**config.mk**
```make
export PLATFORM = sky130hd
export DESIGN_NAME = ordered_admission_gate_with_barriers_top
export DESIGN_NICKNAME = d
export VERILOG_FILES = /design/src/oagb_pkg.sv /design/src/oagb_cell.sv /design/src/oagb_chain.sv /design/src/ordered_admission_gate_with_barriers_top.sv
export VERILOG_INCLUDE_DIRS = /design/src /design/src/src
export SDC_FILE = /design/constraint.sdc
export NUM_CORES = 1
export LEC_CHECK = 0
export BUFFER_PORTS_ARGS = -buffer_cell sky130_fd_sc_hd__buf_2
export CAP_MARGIN = 20
export CORE_MARGIN = 8
export CORE_UTILIZATION = 60
export DETAILED_ROUTE_END_ITERATION = 6
export PLACE_DENSITY = 0.77
export SYNTH_ARGS = -nofsm -noshare
export SYNTH_HDL_FRONTEND = slang
export SYNTH_HIERARCHICAL = 1
export SYNTH_SLANG_ARGS = --single-unit
```
**constraint.sdc**
```tcl
create_clock -name clk -period 7.2 [get_ports clk]
set_clock_uncertainty 0.05 [all_clocks]
set_input_delay 0.72 -clock clk [delete_from_list [all_inputs] [get_ports clk]]
set_output_delay 0.72 -clock clk [all_outputs]
set_load 0.05 [all_outputs]
```
**src/assert_macros.svh**
```systemverilog
// Assertion macros shared by the gate RTL.
// Depends on a clock named clk and an active-low reset named rst_n in scope.
`ifndef ASSERT_MACROS_SVH
`define ASSERT_MACROS_SVH

// Check an implication-style property on every clock edge out of reset.
`define OAGB_ASSERT(label, prop, msg) \
  label: assert property (@(posedge clk) disable iff (!rst_n) prop) else $error(msg);

// Check that a signal never exceeds a bound out of reset.
`define OAGB_ASSERT_MAX(label, sig, bound, msg) \
  label: assert property (@(posedge clk) disable iff (!rst_n) ((sig) <= (bound))) \
    else $error(msg);

`endif

```
**src/oagb_pkg.sv**
```systemverilog
// Types, codes and sizes for the ordered admission gate.
// Used by the queue cell, the queue chain and the top level.
package oagb_pkg;

  localparam int NUM_TAGS = 16;
  localparam int TAG_W    = (NUM_TAGS > 1) ? $clog2(NUM_TAGS) : 1;
  localparam int CNT_W    = $clog2(NUM_TAGS + 1);

  typedef enum logic [1:0] {
    OP_ENQUEUE = 2'd0,
    OP_CANCEL  = 2'd1,
    OP_RELEASE = 2'd2,
    OP_UNUSED  = 2'd3
  } op_t;

  typedef enum logic [1:0] {
    KIND_TRANSFER = 2'd0,
    KIND_POSITION = 2'd1,
    KIND_FLUSH    = 2'd2,
    KIND_CLOSE    = 2'd3
  } kind_t;

  typedef enum logic [1:0] {
    PH_IDLE   = 2'd0,
    PH_QUEUED = 2'd1,
    PH_ACTIVE = 2'd2,
    PH_DONE   = 2'd3
  } phase_t;

  typedef enum logic [3:0] {
    ST_PENDING     = 4'd0,
    ST_GRANTED     = 4'd1,
    ST_REJ_CANCEL  = 4'd2,
    ST_REJ_CLOSED  = 4'd3,
    ST_REJ_CLOSING = 4'd4,
    ST_FAULT       = 4'd5,
    ST_CANCELED_Q  = 4'd6,
    ST_NO_EFFECT   = 4'd7,
    ST_RELEASED    = 4'd8
  } status_t;

  typedef enum logic [2:0] {
    S_IDLE,
    S_REMOVE,
    S_SCAN,
    S_ACK,
    S_GRANT
  } state_t;

  typedef struct packed {
    logic [3:0] tag;
    kind_t      kind;
  } entry_t;

  typedef struct packed {
    logic             pop;
    logic             push;
    logic [TAG_W-1:0] push_idx;
  } chain_ctrl_t;

endpackage

```
**src/oagb_cell.sv**
```systemverilog
// One queue cell: holds one entry, takes its neighbor's entry on a shift.
// Depends on oagb_pkg.
module oagb_cell (
  input  logic            clk,
  input  logic            shift,
  input  logic            load,
  input  oagb_pkg::entry_t next_entry,
  input  oagb_pkg::entry_t load_entry,
  output oagb_pkg::entry_t entry
);
  import oagb_pkg::*;

  entry_t entry_r;

  always_ff @(posedge clk) begin
    if (load) begin
      entry_r <= load_entry;
    end else if (shift) begin
      entry_r <= next_entry;
    end
  end

  assign entry = entry_r;

endmodule

```
**src/oagb_chain.sv**
```systemverilog
// Row of queue cells: pop shifts toward the head, push writes one place.
// Depends on oagb_pkg and oagb_cell.
module oagb_chain (
  input  logic                  clk,
  input  oagb_pkg::chain_ctrl_t ctrl,
  input  oagb_pkg::entry_t      push_entry,
  output oagb_pkg::entry_t      head
);
  import oagb_pkg::*;

  entry_t cell_q [NUM_TAGS];

  for (genvar i = 0; i < NUM_TAGS; i++) begin : g_cell
    entry_t nxt_in;
    if (i == NUM_TAGS - 1) begin : g_tail
      assign nxt_in = push_entry;
    end else begin : g_body
      assign nxt_in = cell_q[i+1];
    end
    oagb_cell u_cell (
      .clk        (clk),
      .shift      (ctrl.pop),
      .load       (ctrl.push && (ctrl.push_idx == TAG_W'(i))),
      .next_entry (nxt_in),
      .load_entry (push_entry),
      .entry      (cell_q[i])
    );
  end

  assign head = cell_q[0];

endmodule

```
**src/ordered_admission_gate_with_barriers_top.sv**
```systemverilog
// Ordered admission gate: one request at a time, queue rotated through a cell chain.
// Accepted enqueues and active releases pass through a scan of the queue before the
// acknowledgement; a cancel of a queued tag first passes through a removal pass, then the
// scan; rejected and no-effect requests go straight to the acknowledgement. Grants follow one
// per cycle while out_ready is high. The queue rotation, one entry per cycle, sets the time.
// Reset (synchronous, rst_n low) empties the queue, idles every tag and clears all flags.
`include "assert_macros.svh"
module ordered_admission_gate_with_barriers_top (
  input  logic       clk,
  input  logic       rst_n,
  input  logic       in_valid,
  output logic       in_ready,
  input  logic [1:0] in_operation,
  input  logic [3:0] in_tag,
  input  logic [1:0] in_req_kind,
  input  logic       in_capacity_ok,
  input  logic       in_capacity_stopped,
  input  logic       in_close_done,
  output logic       out_valid,
  input  logic       out_ready,
  output logic       out_result_type,
  output logic [3:0] out_result_tag,
  output logic [3:0] out_status,
  output logic       out_gate_closing,
  output logic       out_gate_closed,
  output logic       out_last
);
  import oagb_pkg::*;

  state_t state_r, state_nxt, idle_go;
  logic [CNT_W-1:0] q_cnt_r, q_cnt_nxt, l_cnt_r, l_cnt_nxt, rem_r, rem_nxt;
  logic [CNT_W-1:0] active_r, active_nxt;
  logic stop_r, stop_nxt, keep_r, keep_nxt;
  logic pos_busy_r, pos_busy_nxt, bar_busy_r, bar_busy_nxt;
  logic closing_r, closing_nxt, closed_r, closed_nxt;
  logic skip_r, skip_nxt;
  logic [3:0] op_tag_r, op_tag_nxt;
  status_t status_r, status_nxt;

  phase_t phase_r [NUM_TAGS];
  kind_t  kind_r [NUM_TAGS];
  logic   cancel_r [NUM_TAGS];

  logic phase_we, kind_we, cancel_we, cancel_wd;
  logic [TAG_W-1:0] phase_widx;
  phase_t phase_wd;

  chain_ctrl_t q_ctrl, l_ctrl;
  entry_t q_push, q_head, l_push, l_head;

  logic in_acc, out_acc, in_range, head_bar, head_pos;
  logic [TAG_W-1:0] in_idx;
  phase_t in_phase;

  assign in_acc   = in_valid && in_ready;
  assign out_acc  = out_valid && out_ready;
  assign in_idx   = TAG_W'(in_tag);
  assign in_range = (32'(in_tag) < NUM_TAGS);
  assign in_phase = phase_r[in_idx];
  assign head_bar = (q_head.kind == KIND_FLUSH) || (q_head.kind == KIND_CLOSE);
  assign head_pos = (q_head.kind == KIND_POSITION);

  oagb_chain u_queue (
    .clk        (clk),
    .ctrl       (q_ctrl),
    .push_entry (q_push),
    .head       (q_head)
  );

  oagb_chain u_grants (
    .clk        (clk),
    .ctrl       (l_ctrl),
    .push_entry (l_push),
    .head       (l_head)
  );

  // Datapath and bookkeeping
  always_comb begin
    q_cnt_nxt    = q_cnt_r;
    l_cnt_nxt    = l_cnt_r;
    rem_nxt      = rem_r;
    active_nxt   = active_r;
    stop_nxt     = stop_r;
    keep_nxt     = keep_r;
    pos_busy_nxt = pos_busy_r;
    bar_busy_nxt = bar_busy_r;
    closing_nxt  = closing_r;
    closed_nxt   = closed_r;
    skip_nxt     = skip_r;
    op_tag_nxt   = op_tag_r;
    status_nxt   = status_r;
    idle_go      = S_ACK;
    phase_we     = 1'b0;
    phase_widx   = in_idx;
    phase_wd     = PH_IDLE;
    kind_we      = 1'b0;
    cancel_we    = 1'b0;
    cancel_wd    = 1'b0;
    q_ctrl       = '0;
    l_ctrl       = '0;
    q_push       = q_head;
    l_push       = q_head;

    unique case (state_r)
      S_IDLE: begin
        if (in_acc) begin
          op_tag_nxt = in_tag;
          skip_nxt   = 1'b0;
          status_nxt = ST_NO_EFFECT;
          if (in_range) begin
            unique case (op_t'(in_operation))
              OP_ENQUEUE: begin
                if ((in_phase == PH_QUEUED) || (in_phase == PH_ACTIVE)) begin
                  status_nxt = ST_NO_EFFECT;
                end else if (cancel_r[in_idx] || closed_r || closing_r ||
                             !in_capacity_ok) begin
                  priority if (cancel_r[in_idx]) status_nxt = ST_REJ_CANCEL;
                  else if (closed_r)             status_nxt = ST_REJ_CLOSED;
                  else if (closing_r)            status_nxt = ST_REJ_CLOSING;
                  else if (in_capacity_stopped)  status_nxt = ST_REJ_CANCEL;
                  else                           status_nxt = ST_FAULT;
                  phase_we  = 1'b1;
                  phase_wd  = PH_DONE;
                  cancel_we = 1'b1;
                  cancel_wd = 1'b0;
                end else begin
                  kind_we = 1'b1;
                  if (kind_t'(in_req_kind) == KIND_CLOSE) closing_nxt = 1'b1;
                  phase_we        = 1'b1;
                  phase_wd        = PH_QUEUED;
                  q_ctrl.push     = 1'b1;
                  q_ctrl.push_idx = TAG_W'(q_cnt_r);
                  q_push.tag      = in_tag;
                  q_push.kind     = kind_t'(in_req_kind);
                  q_cnt_nxt       = q_cnt_r + 1'b1;
                  status_nxt      = ST_PENDING;
                  skip_nxt        = 1'b1;
                  idle_go         = S_SCAN;
                end
              end
              OP_CANCEL: begin
                cancel_we = 1'b1;
                cancel_wd = 1'b1;
                if (in_phase == PH_QUEUED) begin
                  if (kind_r[in_idx] == KIND_CLOSE) closing_nxt = 1'b0;
                  phase_we   = 1'b1;
                  phase_wd   = PH_DONE;
                  cancel_wd  = 1'b0;
                  rem_nxt    = q_cnt_r;
                  status_nxt = ST_CANCELED_Q;
                  idle_go    = S_REMOVE;
                end
              end
              OP_RELEASE: begin
                if (in_phase == PH_ACTIVE) begin
                  if (active_r != '0) active_nxt = active_r - 1'b1;
                  if (kind_r[in_idx] == KIND_POSITION) pos_busy_nxt = 1'b0;
                  if ((kind_r[in_idx] == KIND_FLUSH) || (kind_r[in_idx] == KIND_CLOSE))
                    bar_busy_nxt = 1'b0;
                  if (kind_r[in_idx] == KIND_CLOSE) begin
                    closed_nxt  = in_close_done;
                    closing_nxt = in_close_done;
                  end
                  phase_we   = 1'b1;
                  phase_wd   = PH_IDLE;
                  cancel_we  = 1'b1;
                  cancel_wd  = 1'b0;
                  status_nxt = ST_RELEASED;
                  idle_go    = S_SCAN;
                end
              end
              default: status_nxt = ST_NO_EFFECT;
            endcase
          end
          if (idle_go == S_SCAN) begin
            rem_nxt  = q_cnt_nxt;
            stop_nxt = bar_busy_nxt;
            keep_nxt = 1'b0;
          end
        end
      end
      S_REMOVE: begin
        if (rem_r != '0) begin
          rem_nxt    = rem_r - 1'b1;
          q_ctrl.pop = 1'b1;
          if (q_head.tag != op_tag_r) begin
            q_ctrl.push     = 1'b1;
            q_ctrl.push_idx = TAG_W'(q_cnt_r - 1'b1);
          end else begin
            q_cnt_nxt = q_cnt_r - 1'b1;
          end
        end else begin
          rem_nxt  = q_cnt_r;
          stop_nxt = bar_busy_r;
          keep_nxt = 1'b0;
        end
      end
      S_SCAN: begin
        if (rem_r != '0) begin
          rem_nxt    = rem_r - 1'b1;
          q_ctrl.pop = 1'b1;
          q_ctrl.push_idx = TAG_W'(q_cnt_r - 1'b1);
          priority if (stop_r) begin
            q_ctrl.push = 1'b1;
          end else if (head_bar && ((active_r != '0) || keep_r)) begin
            // barrier cannot run yet: hold everything behind it
            stop_nxt    = 1'b1;
            q_ctrl.push = 1'b1;
          end else if (head_pos && pos_busy_r) begin
            keep_nxt    = 1'b1;
            q_ctrl.push = 1'b1;
          end else begin
            q_cnt_nxt  = q_cnt_r - 1'b1;
            phase_we   = 1'b1;
            phase_widx = TAG_W'(q_head.tag);
            phase_wd   = PH_ACTIVE;
            active_nxt = active_r + 1'b1;
            if (head_pos) pos_busy_nxt = 1'b1;
            if (head_bar) begin
              bar_busy_nxt = 1'b1;
              stop_nxt     = 1'b1;
            end
            if (skip_r && (q_head.tag == op_tag_r)) begin
              status_nxt = ST_GRANTED;
            end else begin
              l_ctrl.push     = 1'b1;
              l_ctrl.push_idx = TAG_W'(l_cnt_r);
              l_cnt_nxt       = l_cnt_r + 1'b1;
            end
          end
        end
      end
      S_ACK: begin
      end
      S_GRANT: begin
        if (out_acc) begin
          l_ctrl.pop = 1'b1;
          l_cnt_nxt  = l_cnt_r - 1'b1;
        end
      end
      default: begin
      end
    endcase
  end

  // Next state
  always_comb begin
    state_nxt = state_r;
    unique case (state_r)
      S_IDLE:   if (in_acc) state_nxt = idle_go;
      S_REMOVE: if (rem_r == '0) state_nxt = S_SCAN;
      S_SCAN:   if (rem_r == '0) state_nxt = S_ACK;
      S_ACK:    if (out_acc) state_nxt = (l_cnt_r == '0) ? S_IDLE : S_GRANT;
      S_GRANT:  if (out_acc && (l_cnt_r == CNT_W'(1))) state_nxt = S_IDLE;
      default:  state_nxt = S_IDLE;
    endcase
  end

  // Outputs
  always_comb begin
    in_ready         = (state_r == S_IDLE);
    out_valid        = (state_r == S_ACK) || (state_r == S_GRANT);
    out_gate_closing = closing_r;
    out_gate_closed  = closed_r;
    if (state_r == S_GRANT) begin
      out_result_type = 1'b1;
      out_result_tag  = l_head.tag;
      out_status      = ST_GRANTED;
      out_last        = (l_cnt_r == CNT_W'(1));
    end else begin
      out_result_type = 1'b0;
      out_result_tag  = op_tag_r;
      out_status      = status_r;
      out_last        = (l_cnt_r == '0);
    end
  end

  always_ff @(posedge clk) begin
    if (!rst_n) begin
      state_r    <= S_IDLE;
      q_cnt_r    <= '0;
      l_cnt_r    <= '0;
      rem_r      <= '0;
      active_r   <= '0;
      stop_r     <= 1'b0;
      keep_r     <= 1'b0;
      pos_busy_r <= 1'b0;
      bar_busy_r <= 1'b0;
      closing_r  <= 1'b0;
      closed_r   <= 1'b0;
      skip_r     <= 1'b0;
      for (int i = 0; i < NUM_TAGS; i++) begin
        phase_r[i]  <= PH_IDLE;
        cancel_r[i] <= 1'b0;
      end
    end else begin
      state_r    <= state_nxt;
      q_cnt_r    <= q_cnt_nxt;
      l_cnt_r    <= l_cnt_nxt;
      rem_r      <= rem_nxt;
      active_r   <= active_nxt;
      stop_r     <= stop_nxt;
      keep_r     <= keep_nxt;
      pos_busy_r <= pos_busy_nxt;
      bar_busy_r <= bar_busy_nxt;
      closing_r  <= closing_nxt;
      closed_r   <= closed_nxt;
      skip_r     <= skip_nxt;
      if (phase_we) phase_r[phase_widx] <= phase_wd;
      if (cancel_we) cancel_r[in_idx] <= cancel_wd;
    end
  end

  always_ff @(posedge clk) begin
    op_tag_r <= op_tag_nxt;
    status_r <= status_nxt;
    if (kind_we) kind_r[in_idx] <= kind_t'(in_req_kind);
  end

  `OAGB_ASSERT(a_ready_xor_valid, !(in_ready && out_valid), "request taken while result pending")
  `OAGB_ASSERT(a_barrier_alone, bar_busy_r |-> (active_r == CNT_W'(1)), "barrier not running alone")
  `OAGB_ASSERT_MAX(a_queue_bound, q_cnt_r, CNT_W'(NUM_TAGS), "queue count overflow")
  `OAGB_ASSERT(a_grant_nonempty, (state_r == S_GRANT) |-> (l_cnt_r != '0), "grant with empty list")

endmodule
```
## After elaboration in Yosys (flattened, before gate mapping)

Memories as Yosys holds them, arrays and structs flattened.
Cells that the tools add are included.

- Flip-flop bits (word level): 228
- Bits in writable memories: 80
- Output and inout bits: 14
- Word-level logic and storage cells: 530
- Memories kept: 3

Memories:

| name | depth | bits a word | read ports | clocked after memory_dff | wr ports | line | text |
|---|---|---|---|---|---|---|---|
| kind_r | 16 | 2 | 1 | 0 | 1 | ordered_admission_gate_with_barriers_top.sv:41 | `kind_t kind_r [NUM_TAGS];` |
| phase_r | 16 | 2 | 1 | 0 | 16 | ordered_admission_gate_with_barriers_top.sv:40 | `phase_t phase_r [NUM_TAGS];` |
| cancel_r | 16 | 1 | 1 | 0 | 16 | ordered_admission_gate_with_barriers_top.sv:42 | `logic cancel_r [NUM_TAGS];` |

- Add/subtract/negate cells: 7
- Eq/ne operators: 81
- Mux-type cells: 256
- Reductions and logical operators: 106

Operators by type and width:

| cell | number |
|---|---|
| 2-to-1 mux 6 bit | 71 |
| 2-to-1 mux 5 bit | 41 |
| 2-to-1 mux 1 bit | 84 |
| 2-to-1 mux 4 bit | 18 |
| nonzero test 2 bit | 34 |
| == test 4 bit (second input constant) | 16 |
| != test 2 bit (second input constant) | 24 |
| case mux 5 bit (3 select lines) | 3 |
| logical AND 1 bit | 38 |
| 2-to-1 mux 3 bit | 12 |
| == test 4 x 3 -> 1 bit (second input constant) | 8 |
| AND reduction 7 bit | 3 |
| 2-to-1 mux 2 bit | 10 |
| case mux 5 bit (2 select lines) | 2 |
| AND reduction 10 bit | 2 |
| AND reduction 5 bit | 4 |
| subtractor 5 x 1 -> 5 bit (second input constant) | 4 |
| == test 4 x 2 -> 1 bit (second input constant) | 4 |
| AND reduction 8 bit | 2 |
| adder 5 x 1 -> 5 bit (second input constant) | 3 |
| case mux 1 bit (3 select lines) | 5 |
| case mux 3 bit (5 select lines) | 1 |
| == test 2 bit (second input constant) | 7 |
| != test 2 x 1 -> 1 bit (second input constant) | 6 |
| other kinds (26) | 48 |

## Depth between registers and ports, before layout

An unclocked memory read counts as a cell.

- Depth in word-level cells: 14
- Gate-level depth with buffers: 17
- Gate-level depth less buffers: 13

## Hierarchy

The synthesis kept the hierarchy.

Modules (own cells, without submodules):

| module | times used | cells an instance | area an instance (um2) | seq. area each (um2) |
|---|---|---|---|---|
| oagb_cell | 32 | 14 | 287.8 | 180.2 |
| ordered_admission_gate_with_barriers_top | 1 | 741 | 7267.0 | 3083.0 |
| oagb_chain | 2 | 23 | 117.6 | 0.0 |

## Worst setup path before layout

No wires, ideal clock.

- Path kind: input to register
- From: input in_tag[0]
- To: register u_queue.g_cell[15].u_cell.entry_r, in the netlist u_queue/g_cell[15].u_cell/entry[4] (data pin)
- Library setup time: 0.261 ns
- Arrival: 5.146 ns
- Required time: 6.889 ns
- Path slack: 1.743 ns
- Stages on the path: 16
- Buffers on the path: 5
- Cells stage by stage: buf_2 -> buf_4 -> buf_2 -> mux4_2 -> mux4_2 -> ha_1 -> nor3b_2 -> nand2_1 -> a311oi_2 -> o21ai_2 -> clkbuf_1 -> o22ai_1 -> nand2_1 -> nor2_1 -> buf_6 -> mux2_4

RTL lines:

| what | line | text |
|---|---|---|
| from (decl) | ordered_admission_gate_with_barriers_top.sv:14 | `input logic [3:0] in_tag,` |
| to (signal assigned) | oagb_cell.sv:17 | `entry_r <= load_entry;` |
| to (signal assigned) | oagb_cell.sv:19 | `entry_r <= next_entry;` |
| to (decl) | oagb_cell.sv:13 | `entry_t entry_r;` |

==> metrics.txt <==
aggregate global-route resource usage=between 20 and 25%; measured slew at the worst slew-check pin=roughly 1.1 ns; leak pwr=5.94 nW; min-delay worst type=primary input to flip-flop; Levels on crit path=12; ANT nets after route=0; Flop pwr share=about two fifths; CTS Buf Count=29; Sw Share=34.7%; # DRC=0; clock tree from TritonCTS=done; I/O pin cnt=29; worst vdd ir=0.290 mV; Logic pwr share=around 36%; setup_tns=0 ns; Total Wirelength=around 32,000 um; yosys warns=6; DRT Pass-1 Iters=5; clk_lat worst skew=between 0.5 and 0.6 ns; CTS resizes=0; die area=~0.031 mm2; Initial Util=about three fifths; met3 usage=approximately 3.6%; met1 Usage GRT=between 20% and 30%; fin. max-slew vios=0; max incr delay on CP=0.65 ns; PortBufs=28; # Post-CTS Setup Buffers=0; RSZ-0062 raised after global routing=false; number of global-route vias before repair=9,293; Critical Path Source Type=primary input; critical path class=primary input to flip-flop; maximum clock insertion buffer count=3; Die H=~180 um; Slowest-stage cell, CP=nor2_1; first-pass GRT wire length=between 50,000 and 60,000 um; pwr/cell area=~390 mW/mm2; Mapped Cells=around 1,200; Clock Root Buffer=clkbuf_16; fin crit share=~79%; Sw Pwr=approximately 0.0022 W; max cap viols=0; setup violators final=0; die boundary width=176 um; vias=~9,500; Slew headroom=around 28%; status=finished clean; critical path required time=between 7 and 8 ns; fmax=between 0.15 and 0.2 GHz; P_int=roughly 0.0041 W; clock sinks=between 200 and 300; cell area after synthesis=about 0.015 mm2; Antenna diodes=0; Hold Path Depth=3; drt initial violations=around 850; Area Overhead vs Synth=6.74%; Final Hold Fails=0; syn nets=about 1,200; DR WL/cell=about 21 um; fin util=between 60% and 70%; Nets=approximately 1,200; GR Overflow Total=0; via/cell ratio=6.25; Avg Cell Area, Syn=roughly 13 um2; min Tclk post-route=around 5.7 ns; crit-path cells=buf_2 -> mux4_2 -> mux4_2 -> ha_1 -> nor3b_2 -> nand2_1 -> a311oi_2 -> o21ai_2 -> o22ai_1 -> nand2_1 -> nor2_1 -> or2_1; largest net degree at the start of global routing=57; reg2reg path depth=11; initial antenna violation count=0; Clk pwr share=a little under a quarter; RD Place Congestion=0.894; row cnt=58; Crit. End Element=flip-flop; Worst EP arrival=~5.8 ns; gr busiest metal=met2; Buf/Inv on CP=1; DP Wirelength=between 20,000 and 25,000 um; crit path max fanout=29; H-tree depth=1; GRT met2 Usage=about a third; Clock Pin Slew Worst Setup and Hold Paths=around 0.060 ns; hold buffer count at CTS=0; Top Family by Delay on Critical Path=simple AND/OR/NAND/NOR gates; core box area=approximately 0.025 mm2; share of cells above drive strength 1=25.5%
cell usage in the layout, fill, tap and decap left out, types with 7 or more instances in the layout:
master and instances:
o2111ai_1 13, a31oi_1 11, xnor2_1 10, clkbuf_16 29, and2_1 13, buf_4 14, nand2b_1 14, inv_1 26
mux2i_1 40, nor2b_1 13, nand3_1 18, nor2_1 82, mux4_2 20, nor4_1 9, ha_1 13, o211ai_1 11
nand3b_1 9, o22ai_1 7, a211oi_1 11, mux2_4 160, nor3_1 55, edfxtp_1 232, a21oi_1 23, buf_2 28
o21ai_0 40, or2_1 33, nand2_1 74, dfxtp_1 46
power groups by stage:
stage	logic, W	clock network, W	registers [W]
2_1_floorplan	0.00175	0	0.00249
3_3_place_gp	0.00217	0	0.00256
5_1_grt	0.00244	0.00160	0.00258
6_report	0.00228	0.00152	0.00255
4_1_cts	0.00226	0.00154	0.00254
3_5_place_dp	0.00224	0	0.00257
layout make-up:
type	instances	area, um2
clock buffers	35	748
multi-input cells	781	6680
flip-flops and latches	278	7890
inverters	28	105
repair buffers	42	245
fillers	1838	8810
well taps	330	413
clock inverters	18	218
layer usage:
| metal | share of wire, % | up-vias |
|---|---|---|
| met5 | 0 | - |
| met4 | 2.6 | 0 |
| met3 | 7.7 | 67 |
| met2 | 47 | 362 |
| met1 | 43 | 4635 |
| li1 | - | 4392 |
worst paths after layout:
| check | start | to | slack [ns] |
|---|---|---|---|
| max | in_tag[1] | u_queue/g_cell[11].u_cell/entry[1]$_DFFE_PP_ | 1.53 |
| min | in_close_done | out_gate_closed$_SDFFE_PN0P_ | 0.39 |
| max reg2reg | phase_r[12][0]$_SDFFCE_PN0P_ | u_queue/g_cell[11].u_cell/entry[1]$_DFFE_PP_ | 1.79 |
| min reg2reg | cancel_r[11]$_DFF_P_ | cancel_r[11]$_DFF_P_ | 0.41 |
worst reg2reg max path, stage by stage (launching register included):
cell	delay, ns
edfxtp_1	0.39
mux4_2	0.45
mux4_2	0.49
ha_1	0.38
nor3b_2	0.40
nand2_1	0.17
a311oi_2	0.52
o21ai_2	0.29
o22ai_1	0.60
nand2_1	0.34
nor2_1	0.65
or2_1	0.34
metrics by stage:
stage	instance area [um2]	setup WS [ns]	hold slack, ns	power [W]	instances
2_1_floorplan	15300	1.74	0.385	0.00424	1171
3_3_place_gp	15300	1.40	0.393	0.00473	1459
3_5_place_dp	15300	1.10	0.405	0.00481	1459
4_1_cts	16300	1.58	0.381	0.00634	1512
5_1_grt	16300	1.22	0.386	0.00662	1512
6_report	16300	1.53	0.393	0.00634	1512
flip-flops by register name, indices dropped and copies added (netlist names), 3 cells and up:
register	count
u_queue/g_cell.u_cell/entry	96
u_grants/g_cell.u_cell/entry	64
kind_r	32
phase_r	32
cancel_r	16
active_r	5
l_cnt_r	5
q_cnt_r	5
rem_r	5
op_tag_r	4
status_r	4
state_r	3
No activity file was read; power rests on OpenSTA's default activity.
